==> config.mk <==
export PLATFORM = sky130hd
export DESIGN_NAME = lkc_cell
export DESIGN_NICKNAME = d
export VERILOG_FILES = /design/src/sv/lkc_pkg.sv /design/src/sv/lkc_cell.sv
export SDC_FILE = /design/constraint.sdc
export NUM_CORES = 1
export LEC_CHECK = 0
export BUFFER_PORTS_ARGS = -buffer_cell sky130_fd_sc_hd__clkbuf_2
export CORE_AREA = 2 2 185 187
export DETAILED_ROUTE_END_ITERATION = 6
export DIE_AREA = 0 0 187 189
export PLACE_DENSITY_LB_ADDON = 0.05
export SLEW_MARGIN = 0
export SYNTH_ARGS = -nofsm -noshare
export SYNTH_HDL_FRONTEND = slang
export SYNTH_SLANG_ARGS = --single-unit
==> constraint.sdc <==
create_clock -name i_clk -period 8.4 [get_ports i_clk]
set_input_delay 1.68 -clock i_clk [delete_from_list [all_inputs] [get_ports i_clk]]
set_output_delay 1.68 -clock i_clk [all_outputs]
set_load 0.01 [all_outputs]
==> src/sv/lkc_pkg.sv <==
`default_nettype none

package lkc_pkg;

    localparam int ENTRIES   = 32;
    localparam int IDX_W     = (ENTRIES > 1) ? $clog2(ENTRIES) : 1;
    localparam int CNT_W     = $clog2(ENTRIES + 1);
    localparam int LIMIT_RST = (32 > ENTRIES) ? ENTRIES : 32;

    // operation codes
    localparam logic [1:0] FUNC_LOOKUP = 2'd0;
    localparam logic [1:0] FUNC_INSERT = 2'd1;
    localparam logic [1:0] FUNC_CLEAR  = 2'd2;
    localparam logic [1:0] FUNC_ZERO   = 2'd3;

    // cell commands
    localparam logic [1:0] CELL_HOLD  = 2'd0;
    localparam logic [1:0] CELL_SHIFT = 2'd1;
    localparam logic [1:0] CELL_CLEAR = 2'd2;

    // configuration register indexes
    localparam logic [1:0] REG_ENABLE = 2'd0;
    localparam logic [1:0] REG_LIMIT  = 2'd1;

    typedef struct packed {
        logic [63:0] key_hash;
        logic [11:0] path_length;
        logic [7:0]  backend_id;
        logic [15:0] path_id;
    } t_key;

    typedef struct packed {
        t_key        key;
        logic [15:0] handle;
    } t_entry;

    typedef struct packed {
        logic [1:0]       kind;
        logic [IDX_W-1:0] upto;
        logic [CNT_W-1:0] new_cnt;
        t_entry           front;
    } t_cell_cmd;

    typedef struct packed {
        logic tag_hit;
        logic path_hit;
    } t_cell_match;

    typedef struct packed {
        logic [1:0]  func;
        logic [63:0] key_hash;
        logic [11:0] path_length;
        logic [7:0]  backend_id;
        logic [15:0] path_id;
        logic [15:0] object_handle;
    } t_in_item;

    typedef struct packed {
        logic        hit;
        logic [15:0] handle_out;
        logic [31:0] hit_count;
        logic [31:0] build_count;
        logic [5:0]  entry_count;
    } t_out_item;

    function automatic logic [31:0] sat_inc(input logic [31:0] v);
        return (v == 32'hFFFF_FFFF) ? v : v + 32'd1;
    endfunction

endpackage

`default_nettype wire

==> src/sv/lkc_cell.sv <==
`default_nettype none

// one slot of the recency chain; slot position is the recency rank
module lkc_cell (
    input  wire logic                      i_clk,
    input  wire logic                      i_rst_n,
    input  wire logic [lkc_pkg::IDX_W-1:0] i_idx,
    input  wire logic                      i_cmp_en,
    input  wire lkc_pkg::t_key             i_key,
    input  wire lkc_pkg::t_cell_cmd        i_cmd,
    input  wire lkc_pkg::t_entry           i_left,
    output lkc_pkg::t_entry                o_entry,
    output logic                           o_valid,
    output lkc_pkg::t_cell_match           o_match
);

    lkc_pkg::t_entry      r_entry;
    logic                 r_valid;
    lkc_pkg::t_cell_match r_match;
    logic                 w_tag_eq;
    logic                 w_take_left;

    assign w_tag_eq = (r_entry.key.key_hash == i_key.key_hash) &&
                      (r_entry.key.path_length == i_key.path_length) &&
                      (r_entry.key.backend_id == i_key.backend_id);

    assign w_take_left = (i_cmd.kind == lkc_pkg::CELL_SHIFT) && (i_idx <= i_cmd.upto);

    always_ff @(posedge i_clk) begin
        if (!i_rst_n) begin
            r_valid <= 1'b0;
            r_match <= '0;
        end else begin
            if (i_cmp_en) begin
                r_match.tag_hit  <= r_valid && w_tag_eq;
                r_match.path_hit <= (r_entry.key.path_id == i_key.path_id);
            end
            case (i_cmd.kind)
                lkc_pkg::CELL_SHIFT: r_valid <= (32'(i_idx) < 32'(i_cmd.new_cnt));
                lkc_pkg::CELL_CLEAR: r_valid <= 1'b0;
                default:             r_valid <= r_valid;
            endcase
        end
    end

    always_ff @(posedge i_clk) begin
        if (w_take_left) begin
            r_entry <= i_left;
        end
    end

    assign o_entry = r_entry;
    assign o_valid = r_valid;
    assign o_match = r_match;

endmodule

`default_nettype wire

==> impl_metrics.toml <==
[die]
die_area_sq_um = 35340
rows = 67
die-height_um = 189
io_pins = 472
core_sq_um = 33280
die_w_um = 187
start_util_pct = 15.31

[drt]
via_per_inst = 3.544
totalWireLength_um = 19920
drt_iter0_markers = 123
via_count = 4161
final_antenna_net_count = 0
drt-pass1-iter-count = 4
wl_per_cell_um = 16.97
drc = 0

[cells_and_area]
nets = 1076
fin_util_pct = 24.30
final_layout_size_suffix_gt1_share_pct = 54.48
synthToLayoutAreaGrowth_pct = 58.68

[clock_tree]
cts_hold_buf = 0
cts_htree_levels = 4
postCtsSetupBuffers = 0
clk_path_buf_depth = 2
clkLatencyLatePin_ns = 0.43
cts.repair.resized = 0
cts_buffers = 17
cts-root-buf = "clkbuf_16"
clkTransAtPathRegs_ns = 0.06
cts_tree = "yes"
cts.sinks = 119

[synth]
synthSimpleGateAreaFrac_pct = 7.587
yosys_warnings = 0
synth_nets = 700
synth_compound_area_share_pct = 5.770
syn_avg_cell_area_sq_um = 15.17
synthMuxAreaShare_pct = 0.1964
syn_area_sq_um = 5096
synth_cell_types = 38
synthAdderAreaFrac_pct = 2.701
postSynthCellCount = 336
synth_top_family_by_area = "XOR/XNOR gates"
synthXorXnorAreaFrac_pct = 11.34
ys_seq_area_share_pct = 69.53
ys_seq_elements = 119

[job]
cap_violations = 0

[sta]
setup-tns-final_ns = 0
fin_crit_sh_pct = 53.68
tightest_slew_ns = 0.6687
drv_slew = 0
slew_headroom_pct = 55.01
rsz0062_at_grt = "false"
fmax_mhz = 221.8
clock_skew_ns = 0.006324
min_period_ns = 4.509
hold_violations = 0
setup-violations-final = 0

[setup_path]
end_kind = "flop"
required_ns = 8.46
critPathMaxStageDelay_ns = 0.59
path_class = "input pin to flop"
path_buf_inv = 3
cpLargestDelayFamily = "buffers and inverters"
worst_ep_arrival_time_ns = 4.57
critPathMaxFanout = 44
cpMostUsedCell = "buf_4"
setup.worst_path.start_class = "input pin"
crit_path_top_delay_cell = "buf_4"
crit_chain = "clkbuf_2 -> ha_1 -> nor2b_1 -> o21a_1 -> o21ai_0 -> nand2b_1 -> a21oi_1 -> o21a_4 -> buf_4 -> buf_4"

[global_route]
antenna_found_initial = 3
met3_usage_pct = 5.820
met1_usage_pct = 13.46
grt.met2_usage_pct = 18.27
grt.total_usage_pct = 11.49
top_usage_layer = "met2"
grt.overflow.total = 0
grt_start_max_net_pins = 45
grt_pass1_wl_um = 29340
first_global_vias = 4807

[power_and_ir_drop]
peakVddDrop_uv = 140.1
p_leak_nw = 3.538
powerDensity_nw_per_um2 = 215.0

[place]
gp_congestion = 0.7975
hpwl_um = 16720
port_buffers = 355

[run_status]
status = "complete, no violations"

[worst_hold_path]
hp-class = "flop to flop"
[kinds of logic (layout without fill, tap and decap cells)]
kind of cell               after synthesis  after routing
adders and majority gates               11             11
xor gates and xnor gates                66             66
buffers and inverters                   39            428
AOI/OAI and AO/OA                       38             38
and+or+nand+nor                         62             62
muxes                                    1              1
other                                    0              1
DFF                                    119            119
[metal layers]
metal  share of wire (%)  wire length, um
met2                  47             9323
met5               0.065               13
met4                 1.3              250
met1                  42             8378
met3                 9.8             1951
[worst min-delay path, cell delays in order (launching register included)]
cell and delay [ns]:
dfxtp_1 0.32, nand2_1 0.06, o21ai_1 0.05
[sequential cells by signal, summed over array words and instances, names as in the netlist]
signal and flops:
o_valid 1, o_entry 116, o_match 2
[final cells by class]
type                            count  area [sq um]
Antenna cell                        1         2.502
Clock buffer                       17         425.4
Clock inverter                     15         202.7
Fill cell                        3665         25190
Inverter                           39         146.4
Multi-Input combinational cell    178          1414
Sequential cell                   119          3543
Tap cell                          448         560.5
Timing Repair Buffer              357          1792
[synthesized netlist by cell type]
cell type	instances	area [sq um]
or2b_2	5	43.79
o21a_1	2	15.01
a21oi_1	2	10.01
or4_1	1	7.510
and4_2	1	10.01
xnor2_1	47	411.6
o2bb2ai_1	4	35.03
dfxtp_1	3	60.06
and2b_2	1	8.760
edfxtp_1	116	3483
a2111oi_1	1	10.01
inv_1	39	146.4
ha_1	11	137.6
nand3_1	3	15.01
xor2_1	19	166.4
o21ai_1	1	5.000
or2b_1	2	15.01
o21ai_0	2	10.01
o2111ai_1	2	17.52
nand2_1	5	18.77
o22ai_1	8	50.05
nor4_1	12	75.07
nand4_1	14	87.58
mux2i_1	1	10.01
nor2_1	3	11.26
a22oi_1	3	22.52
a2111o_1	3	33.78
and2b_1	1	7.510
a222oi_1	1	10.01
a211o_1	1	8.760
o311ai_0	1	8.760
nor2b_1	11	68.82
nor3_1	1	5.000
o221ai_1	2	17.52
a22o_1	2	17.52
a211oi_1	1	7.510
a21o_1	2	15.01
nand2b_1	2	12.51
[path summary, 6_finish.rpt]
check | startpoint | slack [ns] | to | cells after the start
max | i_idx[1] | 3.89 | o_entry[11] | 10
min | o_match[1] | 0.46 | o_match[1] | 2
max reg2reg | o_entry[78] | 6.18 | o_match[1] | 6
min reg2reg | o_match[1] | 0.46 | o_match[1] | 2
[cells in the final DEF (no fill, tap or decap), types with 3 or more instances in the layout]
| master | n |
|---|---|
| clkbuf_2 | 355 |
| o22ai_1 | 8 |
| or2b_2 | 5 |
| clkinvlp_4 | 3 |
| ha_1 | 11 |
| a22oi_1 | 3 |
| nor2_1 | 3 |
| o2bb2ai_1 | 4 |
| xor2_1 | 19 |
| nand2_1 | 5 |
| bufinv_16 | 4 |
| inv_1 | 39 |
| nor4_1 | 12 |
| nand4_1 | 14 |
| xnor2_1 | 47 |
| nand3_1 | 3 |
| dfxtp_1 | 3 |
| a2111o_1 | 3 |
| edfxtp_1 | 116 |
| clkbuf_16 | 17 |
| clkinv_4 | 4 |
| nor2b_1 | 11 |
[power breakdown]
group          total (mW)  internal (mW)  switching [mW]  leakage [nW]
clock network       0.790          0.497           0.293         0.295
registers           0.733          0.704          0.0292          1.09
logic               0.216          0.106           0.111          2.15
[stage by stage]
step	std cells	worst slack, ns	power, mW	area, sq um	hold slack, ns
floorplan	336	2.727	0.8319	5096	0.4726
global placement	1141	3.362	0.9678	7456	0.4402
detailed placement	1141	3.323	0.9687	7456	0.4541
CTS	1173	3.813	1.782	8084	0.4631
global route	1174	3.621	1.831	8087	0.4864
finish	1174	3.891	1.739	8087	0.4589
Note: power is estimated with default switching activity, not from simulation.
